[src/hdl/selective_repeat_fragment_receiver_defines.svh]
// Assertion macros used by the receiver's RTL.
`ifndef SELECTIVE_REPEAT_FRAGMENT_RECEIVER_DEFINES_SVH
`define SELECTIVE_REPEAT_FRAGMENT_RECEIVER_DEFINES_SVH

// Same-cycle implication, sampled on clk_i and quiet while rst_ni is low.
`define SRFR_ASSERT_IMP(lbl, ante, cons) \
  lbl: assert property (@(posedge clk_i) disable iff (!rst_ni) (ante) |-> (cons)) \
    else $error("receiver assertion failed");

// Next-cycle implication, sampled on clk_i and quiet while rst_ni is low.
`define SRFR_ASSERT_NXT(lbl, ante, cons) \
  lbl: assert property (@(posedge clk_i) disable iff (!rst_ni) (ante) |=> (cons)) \
    else $error("receiver assertion failed");

`endif

[src/hdl/srfr_pkg.sv]
// Types, constants and helper functions of the selective-repeat fragment receiver.
package srfr_pkg;

  localparam int WINDOW_BUFFERS = 8;
  localparam int MAX_SEQ        = 15;
  localparam int MAX_FRAGMENTS  = 16;

  localparam int SEQ_W   = 4;
  localparam int FRAG_W  = 4;
  localparam int LEN_W   = 12;
  localparam int BYTES_W = 16;
  localparam int CNT_W   = 5;
  localparam int BUF_W   = $clog2(WINDOW_BUFFERS);

  typedef enum logic [1:0] {
    KIND_NACK    = 2'd0,
    KIND_DELIVER = 2'd1,
    KIND_ACK     = 2'd2
  } kind_e;

  typedef enum logic [2:0] {
    S_IDLE,
    S_NACK,
    S_UPD,
    S_LRD,
    S_LCHK,
    S_FIN
  } state_e;

  // One receive buffer; contig uses all ones for "no contiguous prefix".
  typedef struct packed {
    logic [MAX_FRAGMENTS-1:0] bitmap;
    logic [CNT_W-1:0]         total;
    logic [LEN_W-1:0]         size;
    logic [BYTES_W-1:0]       bytes;
    logic                     complete;
    logic [CNT_W-1:0]         contig;
  } entry_t;

  typedef struct packed {
    kind_e              kind;
    logic [SEQ_W-1:0]   nack_seq;
    logic [FRAG_W-1:0]  nack_frag;
    logic [BYTES_W-1:0] deliver_len;
    logic               ack_valid;
    logic [SEQ_W-1:0]   ack_seq;
    logic [FRAG_W-1:0]  ack_frag;
  } result_t;

  localparam entry_t ENTRY_RESET = '{
    bitmap:   '0,
    total:    '0,
    size:     '0,
    bytes:    '0,
    complete: 1'b0,
    contig:   '1
  };

  function automatic logic [SEQ_W-1:0] seq_next(input logic [SEQ_W-1:0] s);
    seq_next = (s == SEQ_W'(MAX_SEQ)) ? '0 : s + 1'b1;
  endfunction

  function automatic logic [SEQ_W-1:0] seq_prev(input logic [SEQ_W-1:0] s);
    seq_prev = (s == '0) ? SEQ_W'(MAX_SEQ) : s - 1'b1;
  endfunction

  function automatic logic [BUF_W-1:0] buf_of(input logic [SEQ_W-1:0] s);
    buf_of = BUF_W'(s % SEQ_W'(WINDOW_BUFFERS));
  endfunction

  // True when b lies in [a, c) counted modulo the sequence space.
  function automatic logic in_window(input logic [SEQ_W-1:0] a,
                                     input logic [SEQ_W-1:0] b,
                                     input logic [SEQ_W-1:0] c);
    logic c1;
    logic c2;
    logic c3;
    c1 = b < c;
    c2 = c < a;
    c3 = a <= b;
    in_window = (c3 && c1) || (c2 && c3) || (c1 && c2);
  endfunction

endpackage

[src/hdl/selective_repeat_fragment_receiver.sv]
// Top level of the selective-repeat fragment receiver.
//
// Channel   Dir  Handshake                    Payload
// s_axis    in   s_axis_tvalid_i/tready_o     tdata: seq, fragment, length; tlast: is_last
// m_axis    out  m_axis_tvalid_o/tready_i     tdata: nack, length, ack; tuser: kind; tlast
//
// A dropped fragment passes the nack and update states and ends; a stored one also reads
// and checks the expected buffer, and each frame delivered in order repeats that read and check.
// Reset marks every buffer empty at once through one valid bit per buffer.
// A result-side stall holds the sequencer only while a result must move on and both
// the output register and the pending register are full.
`include "selective_repeat_fragment_receiver_defines.svh"

module selective_repeat_fragment_receiver
  import srfr_pkg::*;
(
  input  logic        clk_i,
  input  logic        rst_ni,
  input  logic        s_axis_tvalid_i,
  output logic        s_axis_tready_o,
  input  logic [23:0] s_axis_tdata_i,   // seq_number[3:0], fragment_index[7:4],
                                        // payload_len[19:8], zero fill above
  input  logic        s_axis_tlast_i,   // is_last
  output logic        m_axis_tvalid_o,
  input  logic        m_axis_tready_i,
  output logic [39:0] m_axis_tdata_o,   // nack_seq[3:0], nack_fragment[7:4],
                                        // deliver_len[23:8], ack_valid[24],
                                        // ack_seq[28:25], ack_fragment[32:29], zeros above
  output logic [1:0]  m_axis_tuser_o,   // result_kind
  output logic        m_axis_tlast_o    // last_result
);

  // Sequencer state and the item being worked on.
  state_e             state_q, state_d;
  logic [SEQ_W-1:0]   seq_q;
  logic [FRAG_W-1:0]  frag_q;
  logic               last_q;
  logic [LEN_W-1:0]   len_q;

  // Window state held in flip-flops.
  logic [SEQ_W-1:0]   expected_q;
  logic [SEQ_W-1:0]   window_end_q;
  logic               nack_allowed_q;
  logic [CNT_W-1:0]   last_full_q;
  logic               delivered_q;
  logic               ackdue_q, ackdue_d;

  // Buffer memory with one valid bit per buffer; an invalid buffer reads as empty.
  entry_t                    mem_q [WINDOW_BUFFERS];
  logic [WINDOW_BUFFERS-1:0] valid_q;
  entry_t                    rda_q, rdb_q;
  logic                      rdav_q, rdbv_q;
  entry_t                    ent_a, ent_b;

  // Result path: a pending register keeps the newest result until it is known
  // whether it is the last one of the item.
  logic    p_valid_q;
  result_t p_res_q;
  logic    o_valid_q;
  result_t o_res_q;
  logic    o_last_q;

  logic        in_accept;
  logic        frag_ok;
  logic        o_ready;
  logic        can_push;
  logic        emit_req;
  result_t     emit_res;
  logic        fin_req;
  logic        go;
  logic        mem_we;
  logic        deliver;
  logic        nack_need;
  result_t     nack_res;
  logic        ack_valid;
  logic [SEQ_W-1:0]  ack_seq;
  logic [FRAG_W-1:0] ack_frag;
  logic        accept_frag;
  entry_t      upd;
  logic [MAX_FRAGMENTS:0] ext;
  logic [MAX_FRAGMENTS:0] low_zero;
  logic [CNT_W-1:0]       run;
  logic [CNT_W-1:0]       run_cap;
  logic [BUF_W-1:0]       addr_a;
  logic [BUF_W-1:0]       addr_b;

  assign in_accept       = s_axis_tvalid_i && s_axis_tready_o;
  assign s_axis_tready_o = (state_q == S_IDLE);
  assign frag_ok         = CNT_W'(s_axis_tdata_i[7:4]) < CNT_W'(MAX_FRAGMENTS);

  assign addr_a = buf_of(s_axis_tdata_i[3:0]);
  assign addr_b = buf_of(expected_q);

  assign ent_a = rdav_q ? rda_q : ENTRY_RESET;
  assign ent_b = rdbv_q ? rdb_q : ENTRY_RESET;

  // Piggybacked acknowledgement, taken from the expected buffer as last read.
  always_comb begin
    ack_valid = 1'b0;
    ack_seq   = '0;
    ack_frag  = '0;
    if (!ent_b.contig[CNT_W-1]) begin
      ack_valid = 1'b1;
      ack_seq   = expected_q;
      ack_frag  = ent_b.contig[FRAG_W-1:0];
    end else if (!last_full_q[CNT_W-1]) begin
      ack_valid = 1'b1;
      ack_seq   = seq_prev(expected_q);
      ack_frag  = last_full_q[FRAG_W-1:0];
    end
  end

  // A gap is reported for a frame out of order, or for a missing earlier fragment.
  always_comb begin
    nack_need = 1'b0;
    nack_res  = '0;
    nack_res.kind      = KIND_NACK;
    nack_res.ack_valid = ack_valid;
    nack_res.ack_seq   = ack_seq;
    nack_res.ack_frag  = ack_frag;
    if (seq_q != expected_q) begin
      nack_need         = nack_allowed_q;
      nack_res.nack_seq = (frag_q == '0) ? seq_prev(seq_q) : seq_q;
    end else begin
      nack_need          = nack_allowed_q && (frag_q != '0) && !ent_a.bitmap[frag_q - 1'b1];
      nack_res.nack_seq  = seq_q;
      nack_res.nack_frag = frag_q - 1'b1;
    end
  end

  // Buffer update for an accepted fragment, with the contiguous prefix found from the
  // lowest clear bit of the new bitmap.
  always_comb begin
    accept_frag = in_window(expected_q, seq_q, window_end_q) && !ent_a.bitmap[frag_q];
    upd = ent_a;
    if (!last_q) begin
      upd.size = len_q;
    end else begin
      upd.total = CNT_W'(frag_q) + 1'b1;
      if (frag_q == '0) begin
        upd.size = len_q;
      end
    end
    if (upd.size != '0) begin
      upd.bitmap = upd.bitmap | (MAX_FRAGMENTS'(1) << frag_q);
      upd.bytes  = upd.bytes + BYTES_W'(len_q);
    end
    ext      = {1'b0, upd.bitmap};
    low_zero = ~ext & (ext + 1'b1);
    run      = '0;
    for (int i = 0; i <= MAX_FRAGMENTS; i++) begin
      if (low_zero[i]) begin
        run = run | CNT_W'(i);
      end
    end
    run_cap = (run >= upd.total) ? upd.total : run;
    if (upd.total != '0) begin
      upd.complete = run >= upd.total;
      upd.contig   = run_cap - 1'b1;
    end
    ackdue_d = accept_frag && ($signed(upd.contig) > $signed(ent_a.contig));
  end

  assign o_ready  = !o_valid_q || m_axis_tready_i;
  assign can_push = !p_valid_q || o_ready;

  // Outputs of the sequencer.
  always_comb begin
    emit_req = 1'b0;
    emit_res = '0;
    fin_req  = 1'b0;
    mem_we   = 1'b0;
    deliver  = 1'b0;
    case (state_q)
      S_NACK: begin
        emit_req = nack_need;
        emit_res = nack_res;
      end
      S_UPD: begin
        mem_we = accept_frag;
      end
      S_LCHK: begin
        if (ent_b.complete) begin
          emit_req             = 1'b1;
          emit_res.kind        = KIND_DELIVER;
          emit_res.deliver_len = ent_b.bytes;
          deliver              = can_push;
        end else if (delivered_q || ackdue_q) begin
          emit_req           = 1'b1;
          emit_res.kind      = KIND_ACK;
          emit_res.ack_valid = ack_valid;
          emit_res.ack_seq   = ack_seq;
          emit_res.ack_frag  = ack_frag;
        end
      end
      S_FIN: begin
        fin_req = 1'b1;
      end
      default: begin
      end
    endcase
    go = emit_req ? can_push : (fin_req ? (!p_valid_q || o_ready) : 1'b1);
  end

  // Next state of the sequencer.
  always_comb begin
    state_d = state_q;
    case (state_q)
      S_IDLE: begin
        if (in_accept && frag_ok) begin
          state_d = S_NACK;
        end
      end
      S_NACK: begin
        if (go) begin
          state_d = S_UPD;
        end
      end
      S_UPD: begin
        state_d = accept_frag ? S_LRD : S_FIN;
      end
      S_LRD: begin
        state_d = S_LCHK;
      end
      S_LCHK: begin
        if (go) begin
          state_d = ent_b.complete ? S_LRD : S_FIN;
        end
      end
      S_FIN: begin
        if (go) begin
          state_d = S_IDLE;
        end
      end
      default: begin
        state_d = S_IDLE;
      end
    endcase
  end

  // Memory array: one write port, two registered read ports.
  always_ff @(posedge clk_i) begin
    if (mem_we) begin
      mem_q[buf_of(seq_q)] <= upd;
    end
    if (in_accept) begin
      rda_q <= mem_q[addr_a];
    end
    rdb_q <= mem_q[addr_b];
  end

  // Item payload registers.
  always_ff @(posedge clk_i) begin
    if (in_accept) begin
      seq_q  <= s_axis_tdata_i[3:0];
      frag_q <= s_axis_tdata_i[7:4];
      last_q <= s_axis_tlast_i;
      len_q  <= s_axis_tdata_i[19:8];
    end
  end

  always_ff @(posedge clk_i or negedge rst_ni) begin
    if (!rst_ni) begin
      state_q        <= S_IDLE;
      expected_q     <= '0;
      window_end_q   <= SEQ_W'(WINDOW_BUFFERS);
      nack_allowed_q <= 1'b1;
      last_full_q    <= '1;
      delivered_q    <= 1'b0;
      ackdue_q       <= 1'b0;
      valid_q        <= '0;
      rdav_q         <= 1'b0;
      rdbv_q         <= 1'b0;
      p_valid_q      <= 1'b0;
      p_res_q        <= '0;
      o_valid_q      <= 1'b0;
      o_res_q        <= '0;
      o_last_q       <= 1'b0;
    end else begin
      state_q <= state_d;
      if (in_accept) begin
        rdav_q <= valid_q[addr_a];
      end
      rdbv_q <= valid_q[addr_b];

      if (state_q == S_NACK && go && nack_need) begin
        nack_allowed_q <= 1'b0;
      end
      if (state_q == S_UPD) begin
        delivered_q <= 1'b0;
        ackdue_q    <= ackdue_d;
      end
      if (mem_we) begin
        valid_q[buf_of(seq_q)] <= 1'b1;
      end

      // In-order delivery frees the expected buffer and slides the window.
      if (deliver) begin
        valid_q[addr_b] <= 1'b0;
        last_full_q     <= ent_b.contig;
        expected_q      <= seq_next(expected_q);
        window_end_q    <= seq_next(window_end_q);
        nack_allowed_q  <= 1'b1;
        delivered_q     <= 1'b1;
      end

      // The pending result moves on once a newer one arrives or the item ends.
      if (emit_req && can_push) begin
        if (p_valid_q) begin
          o_valid_q <= 1'b1;
          o_res_q   <= p_res_q;
          o_last_q  <= 1'b0;
        end else if (m_axis_tready_i) begin
          o_valid_q <= 1'b0;
        end
        p_valid_q <= 1'b1;
        p_res_q   <= emit_res;
      end else if (fin_req && p_valid_q && o_ready) begin
        o_valid_q <= 1'b1;
        o_res_q   <= p_res_q;
        o_last_q  <= 1'b1;
        p_valid_q <= 1'b0;
      end else if (m_axis_tready_i) begin
        o_valid_q <= 1'b0;
      end
    end
  end

  assign m_axis_tvalid_o = o_valid_q;
  assign m_axis_tuser_o  = o_res_q.kind;
  assign m_axis_tlast_o  = o_last_q;
  assign m_axis_tdata_o  = {7'd0, o_res_q.ack_frag, o_res_q.ack_seq, o_res_q.ack_valid,
                            o_res_q.deliver_len, o_res_q.nack_frag, o_res_q.nack_seq};

  // The pending register is always drained before a new item is taken.
  `SRFR_ASSERT_IMP(a_idle_drained, s_axis_tready_o, !p_valid_q)
  // The window end stays a fixed distance ahead of the expected frame.
  `SRFR_ASSERT_IMP(a_window_span, 1'b1,
    window_end_q == SEQ_W'((expected_q + SEQ_W'(WINDOW_BUFFERS)) % (MAX_SEQ + 1)))
  // The expected frame only moves during the delivery check.
  `SRFR_ASSERT_NXT(a_expected_moves, state_q != S_LCHK, $stable(expected_q))

endmodule

[config.mk]
export PLATFORM = sky130hd
export DESIGN_NAME = selective_repeat_fragment_receiver
export DESIGN_NICKNAME = d
export VERILOG_FILES = /design/src/hdl/srfr_pkg.sv /design/src/hdl/selective_repeat_fragment_receiver.sv
export VERILOG_INCLUDE_DIRS = /design/src /design/src/hdl
export SDC_FILE = /design/constraint.sdc
export NUM_CORES = 1
export LEC_CHECK = 0
export BUFFER_PORTS_ARGS = -buffer_cell sky130_fd_sc_hd__buf_2
export CAP_MARGIN = 20
export CORE_ASPECT_RATIO = 1.75
export CORE_MARGIN = 2
export CORE_UTILIZATION = 31
export CTS_CLUSTER_DIAMETER = 80
export DETAILED_ROUTE_END_ITERATION = 8
export PLACE_DENSITY = 0.49
export SYNTH_ARGS = -nofsm -noshare
export SYNTH_HDL_FRONTEND = slang
export SYNTH_SLANG_ARGS = --single-unit
[constraint.sdc]
create_clock -name clk_i -period 6.1 [get_ports clk_i]
set_clock_uncertainty 0.15 [all_clocks]
set_input_delay 0.61 -clock clk_i [delete_from_list [all_inputs] [get_ports clk_i]]
set_output_delay 0.61 -clock clk_i [all_outputs]
set_load 0.1 [all_outputs]
==> metrics.txt <==
# TYPE chip_impl_metric gauge
chip_impl_metric{name="post_synth_inst_count",unit=""} 1790
chip_impl_metric{name="cts_max_level",unit=""} 2
chip_impl_metric{name="worstRegToRegCells",unit=""} 28
chip_impl_metric{name="power.share.combinational",unit=""} 0.286
chip_impl_info{name="cell_types_with_the_largest_area_share_after_synthesis",value="sky130_fd_sc_hd__edfxtp_1 (55%), sky130_fd_sc_hd__mux4_2 (9.9%), sky130_fd_sc_hd__dfrtp_1 (8.5%)"} 1
chip_impl_metric{name="cts.reportedPaths.clkPinSlew",unit="ns"} 0.07
chip_impl_metric{name="switching_share",unit=""} 0.340
chip_impl_metric{name="fmax",unit="GHz"} 0.175
chip_impl_metric{name="grt_overflow_total",unit=""} 0
chip_impl_info{name="start_kind",value="flip-flop"} 1
chip_impl_metric{name="worst_skew_pair.late_latency",unit="ns"} 0.62
chip_impl_metric{name="finish.net_count",unit=""} 1991
chip_impl_metric{name="synth_edf_count",unit=""} 516
chip_impl_metric{name="clock_path_buffers",unit=""} 3
chip_impl_metric{name="cts.sinks",unit=""} 640
chip_impl_metric{name="reg2reg_slack",unit="ns"} 0.38
chip_impl_metric{name="flow.area_growth_from_synthesis",unit="%"} 15.6
chip_impl_metric{name="power.internal",unit="uW"} 9040
chip_impl_metric{name="cts-buffers-inserted",unit=""} 57
chip_impl_metric{name="p_leak",unit="uW"} 0.0113
chip_impl_metric{name="final_antenna_net_count",unit=""} 0
chip_impl_info{name="hold_path.class",value="in -> reg"} 1
chip_impl_metric{name="synthXorXnorAreaFrac",unit=""} 0.00658
chip_impl_metric{name="via_count",unit=""} 16000
chip_impl_metric{name="synth_cell_types",unit=""} 79
chip_impl_metric{name="routed_via_density",unit=""} 5.11
chip_impl_metric{name="grt_pass1_wl",unit="mm"} 109
chip_impl_metric{name="hold_viol",unit=""} 0
chip_impl_metric{name="fin_hold_ws",unit="ns"} 0.0418
chip_impl_metric{name="drc_errors",unit=""} 0
chip_impl_metric{name="post_synth_simple_gate_area",unit=""} 0.0566
chip_impl_info{name="timing.rr.end",value="ackdue_q"} 1
chip_impl_metric{name="start_util",unit=""} 0.313
chip_impl_metric{name="worst-slew-pin-transition",unit="ns"} 1.11
chip_impl_metric{name="synth.cell_area",unit="sq mm"} 0.0280
chip_impl_metric{name="grt_max_degree",unit=""} 114
chip_impl_info{name="reg2reg_from",value="frag_q[1]"} 1
chip_impl_metric{name="synth.area.mux_share",unit=""} 0.162
chip_impl_metric{name="maxCapViolations",unit=""} 0
chip_impl_metric{name="timing.setup.tns",unit="ns"} 0
chip_impl_metric{name="maxSlewHeadroom",unit=""} 0.258
chip_impl_metric{name="globalRouteTotalUtil",unit=""} 0.157
chip_impl_metric{name="vdd_drop_max",unit="uV"} 259
chip_impl_metric{name="syn_area_per_cell",unit="sq um"} 15.6
chip_impl_metric{name="fin_crit",unit="ns"} 5.72
chip_impl_metric{name="yosys_top_cell_area_share",unit=""} 0.554
chip_impl_info{name="run_status",value="finished clean"} 1
chip_impl_metric{name="wirelength",unit="mm"} 72.6
chip_impl_metric{name="synth-adder-area-share",unit=""} 0.0203
chip_impl_info{name="synth_largest_area_cell",value="sky130_fd_sc_hd__edfxtp_1"} 1
chip_impl_info{name="critical_path.slowest_cell",value="sky130_fd_sc_hd__edfxtp_1"} 1
chip_impl_metric{name="setup_ws",unit="ns"} 0.376
chip_impl_metric{name="synthesized_area_fraction_occupied_by_ao_oa_aoi_and_oai_cells",unit=""} 0.0710
chip_impl_metric{name="critPathRequiredTime",unit="ns"} 6.44
chip_impl_metric{name="io-pin-count",unit=""} 74
chip_impl_metric{name="floorplan.core_area",unit="sq mm"} 0.0893
chip_impl_metric{name="dpl-instance-area",unit="sq mm"} 0.0303
chip_impl_metric{name="synthArstFlopShare",unit=""} 0.159
chip_impl_info{name="worstSetupStartpoint",value="frag_q[1]"} 1
chip_impl_info{name="timing.critical_path.to_type",value="flip-flop"} 1
chip_impl_metric{name="yosysWarningCount",unit=""} 0
chip_impl_metric{name="finalSetupViolCount",unit=""} 0
chip_impl_info{name="clockRootBuffer",value="sky130_fd_sc_hd__clkbuf_16"} 1
chip_impl_metric{name="antenna_found_initial",unit=""} 2
chip_impl_metric{name="die_height",unit="microns"} 401
chip_impl_metric{name="port_buffers",unit=""} 62
chip_impl_metric{name="power.share.clock",unit=""} 0.273
chip_impl_metric{name="place_congestion",unit=""} 0.907
chip_impl_info{name="cts_tree",value="done"} 1
chip_impl_metric{name="post_route_cells_drive_above_1_share",unit=""} 0.249
chip_impl_metric{name="critPathMaxStageDelay",unit="ns"} 0.46
chip_impl_metric{name="floorplan.die.width",unit="microns"} 231
chip_impl_info{name="worst-setup-path-type",value="reg -> reg"} 1
chip_impl_metric{name="finalMaxSlewViolations",unit=""} 0
chip_impl_metric{name="path_max_fanout",unit=""} 6
chip_impl_metric{name="final_cell_area",unit="sq mm"} 0.0323
chip_impl_info{name="synthFlopType",value="sky130_fd_sc_hd__edfxtp_1"} 1
chip_impl_metric{name="net-switching-power",unit="uW"} 4660
chip_impl_metric{name="period_share",unit=""} 0.938
chip_impl_metric{name="rows",unit=""} 145
chip_impl_metric{name="seq_area_frac_synth",unit=""} 0.662
chip_impl_info{name="endpoint",value="ackdue_q"} 1
chip_impl_metric{name="first_pass_iters",unit=""} 5
chip_impl_metric{name="detailed_place_hpwl",unit="mm"} 45.1
chip_impl_metric{name="register_bit_count_reported_by_yosys",unit=""} 640
chip_impl_metric{name="die_area",unit="sq mm"} 0.0927
chip_impl_metric{name="avgRoutedWirePerCell",unit="microns"} 23.1
chip_impl_metric{name="detail_route.iter0.violations",unit=""} 1085
chip_impl_metric{name="critPathArrivalTime",unit="ns"} 6.06
chip_impl_metric{name="p_seq_frac",unit=""} 0.441
chip_impl_info{name="synth_top_family_by_area",value="multiplexers"} 1
chip_impl_metric{name="dp_worst_setup_slack",unit="ns"} 0.150
chip_impl_metric{name="first_global_vias",unit=""} 16900
chip_impl_metric{name="powerDensity",unit="mW/mm^2"} 424
[worst max-delay path, delay by kind of cell (launching register included)]
kind	cells	cell delay (ns)
buffers and inverters	4	0.58
AO/OA/AOI/OAI	12	2.13
XOR/XNOR	1	0.13
flip-flops	1	0.46
AND/OR/NAND/NOR	6	1.10
adder cells (fa/ha/maj)	3	0.76
multiplexers	2	0.27
[cells in the mapped netlist, drive strengths merged, types with 4 or more instances]
library cell and n:
o211ai 7, edfxtp 516, nand2 137, a32o 7, nor3 17, dfstp 7
nand2b 11, and2 14, nor4 9, xnor2 12, o21ai 99, mux4 123
a21o 14, xor2 9, a21oi 75, o31ai 19, nor3b 6, o22a 12
a22o 16, a31oi 11, mux2i 72, o22ai 4, a21boi 4, nor2b 9
and3 7, or3 5, buf 42, ha 43, dfxtp 22, clkbuf 60
a22oi 5, dfrtp 95, inv 40, o21a 8, mux2 93, nand3 18
nand4 8, nor2 98
[cell families after synthesis]
group / Yosys count
compound gates: 306
xor+xnor: 21
fa+ha+maj: 45
buf+inv: 143
flops: 640
mux: 288
other cells: 1
simple gates: 346
[placed cells by master (no fill, tap or decap), drive strengths merged, types with 11 or more instances in the layout]
cell type	n
inv	45
nand2b	11
a31oi	11
a22o	16
nor3	17
mux2	93
nand2	137
dfxtp	22
a21o	14
o22a	12
o21ai	99
dfrtp	95
xnor2	12
edfxtp	516
a21oi	75
mux4	123
mux2i	72
ha	43
o31ai	19
nand3	18
nor2	98
buf	157
and2	14
clkbuf	72
clkinv	21
[per-layer routing]
layer  GRT usage  share of wire  vias up
li1            -              -     7207
met1       0.181           0.39     8335
met2       0.294           0.54      350
met3      0.0188          0.035      138
met4      0.0576          0.035        2
met5           0       0.000096        -
[through the flow]
| step | util | power [uW] | instances |
|---|---|---|---|
| 3_3_place_gp | 0.339 | 9970 | 3026 |
| 6_report | 0.362 | 13700 | 3140 |
| 3_5_place_dp | 0.339 | 10000 | 3026 |
| 2_1_floorplan | - | 8680 | 1796 |
| 4_1_cts | 0.361 | 13800 | 3134 |
| 5_1_grt | 0.362 | 14400 | 3139 |
[timing repair]
action	4_1_cts	5_1_grt
endpoints found under the hold margin	37	1
endpoints found under the setup margin	0	1
hold buffers	4	1
buffers inserted	0	2
resized for setup	0	22
[registers in the layout (all words and copies together), names as in the netlist, 2 cells and up]
register        count
expected_q          4
frag_q              4
last_full_q         5
len_q              12
m_axis_tdata_o     33
m_axis_tuser_o      2
mem_q             440
p_res_q            35
rda_q              55
rdb_q              22
seq_q               4
state_q             3
valid_q             8
window_end_q        4
[power groups by stage]
| stage | clock network, uW | logic [uW] | registers, uW |
|---|---|---|---|
| 2_1_floorplan | 0 | 2030 | 6650 |
| 5_1_grt | 3990 | 4260 | 6100 |
| 6_report | 3740 | 3920 | 6040 |
| 4_1_cts | 3850 | 3910 | 6040 |
| 3_5_place_dp | 0 | 3890 | 6140 |
| 3_3_place_gp | 0 | 3840 | 6120 |
[how the worst min path moves through the flow]
stage          slack (ns)          startpoint        endpoint  cells after the start
6_report             0.04  s_axis_tdata_i[17]        len_q[9]                      1
5_1_grt              0.01  s_axis_tdata_i[17]        len_q[9]                      1
4_1_cts             0.002  s_axis_tdata_i[19]       len_q[11]                      1
3_5_place_dp         0.27            rdb_q[3]  last_full_q[3]                      2
3_3_place_gp         0.27            rdb_q[0]  last_full_q[0]                      2
2_1_floorplan        0.16              rst_ni        ackdue_q                      0
[final cells by class]
type | count | area [sq um]
inverters | 41 | 154
repair buffers | 164 | 1230
clock inverters | 34 | 357
multi-input cells | 1014 | 9070
well taps | 1176 | 1470
fillers | 8489 | 56900
flip-flops and latches | 640 | 18500
diodes | 1 | 2.50
clock buffers | 70 | 1550
No activity file was read; power rests on OpenSTA's default activity.
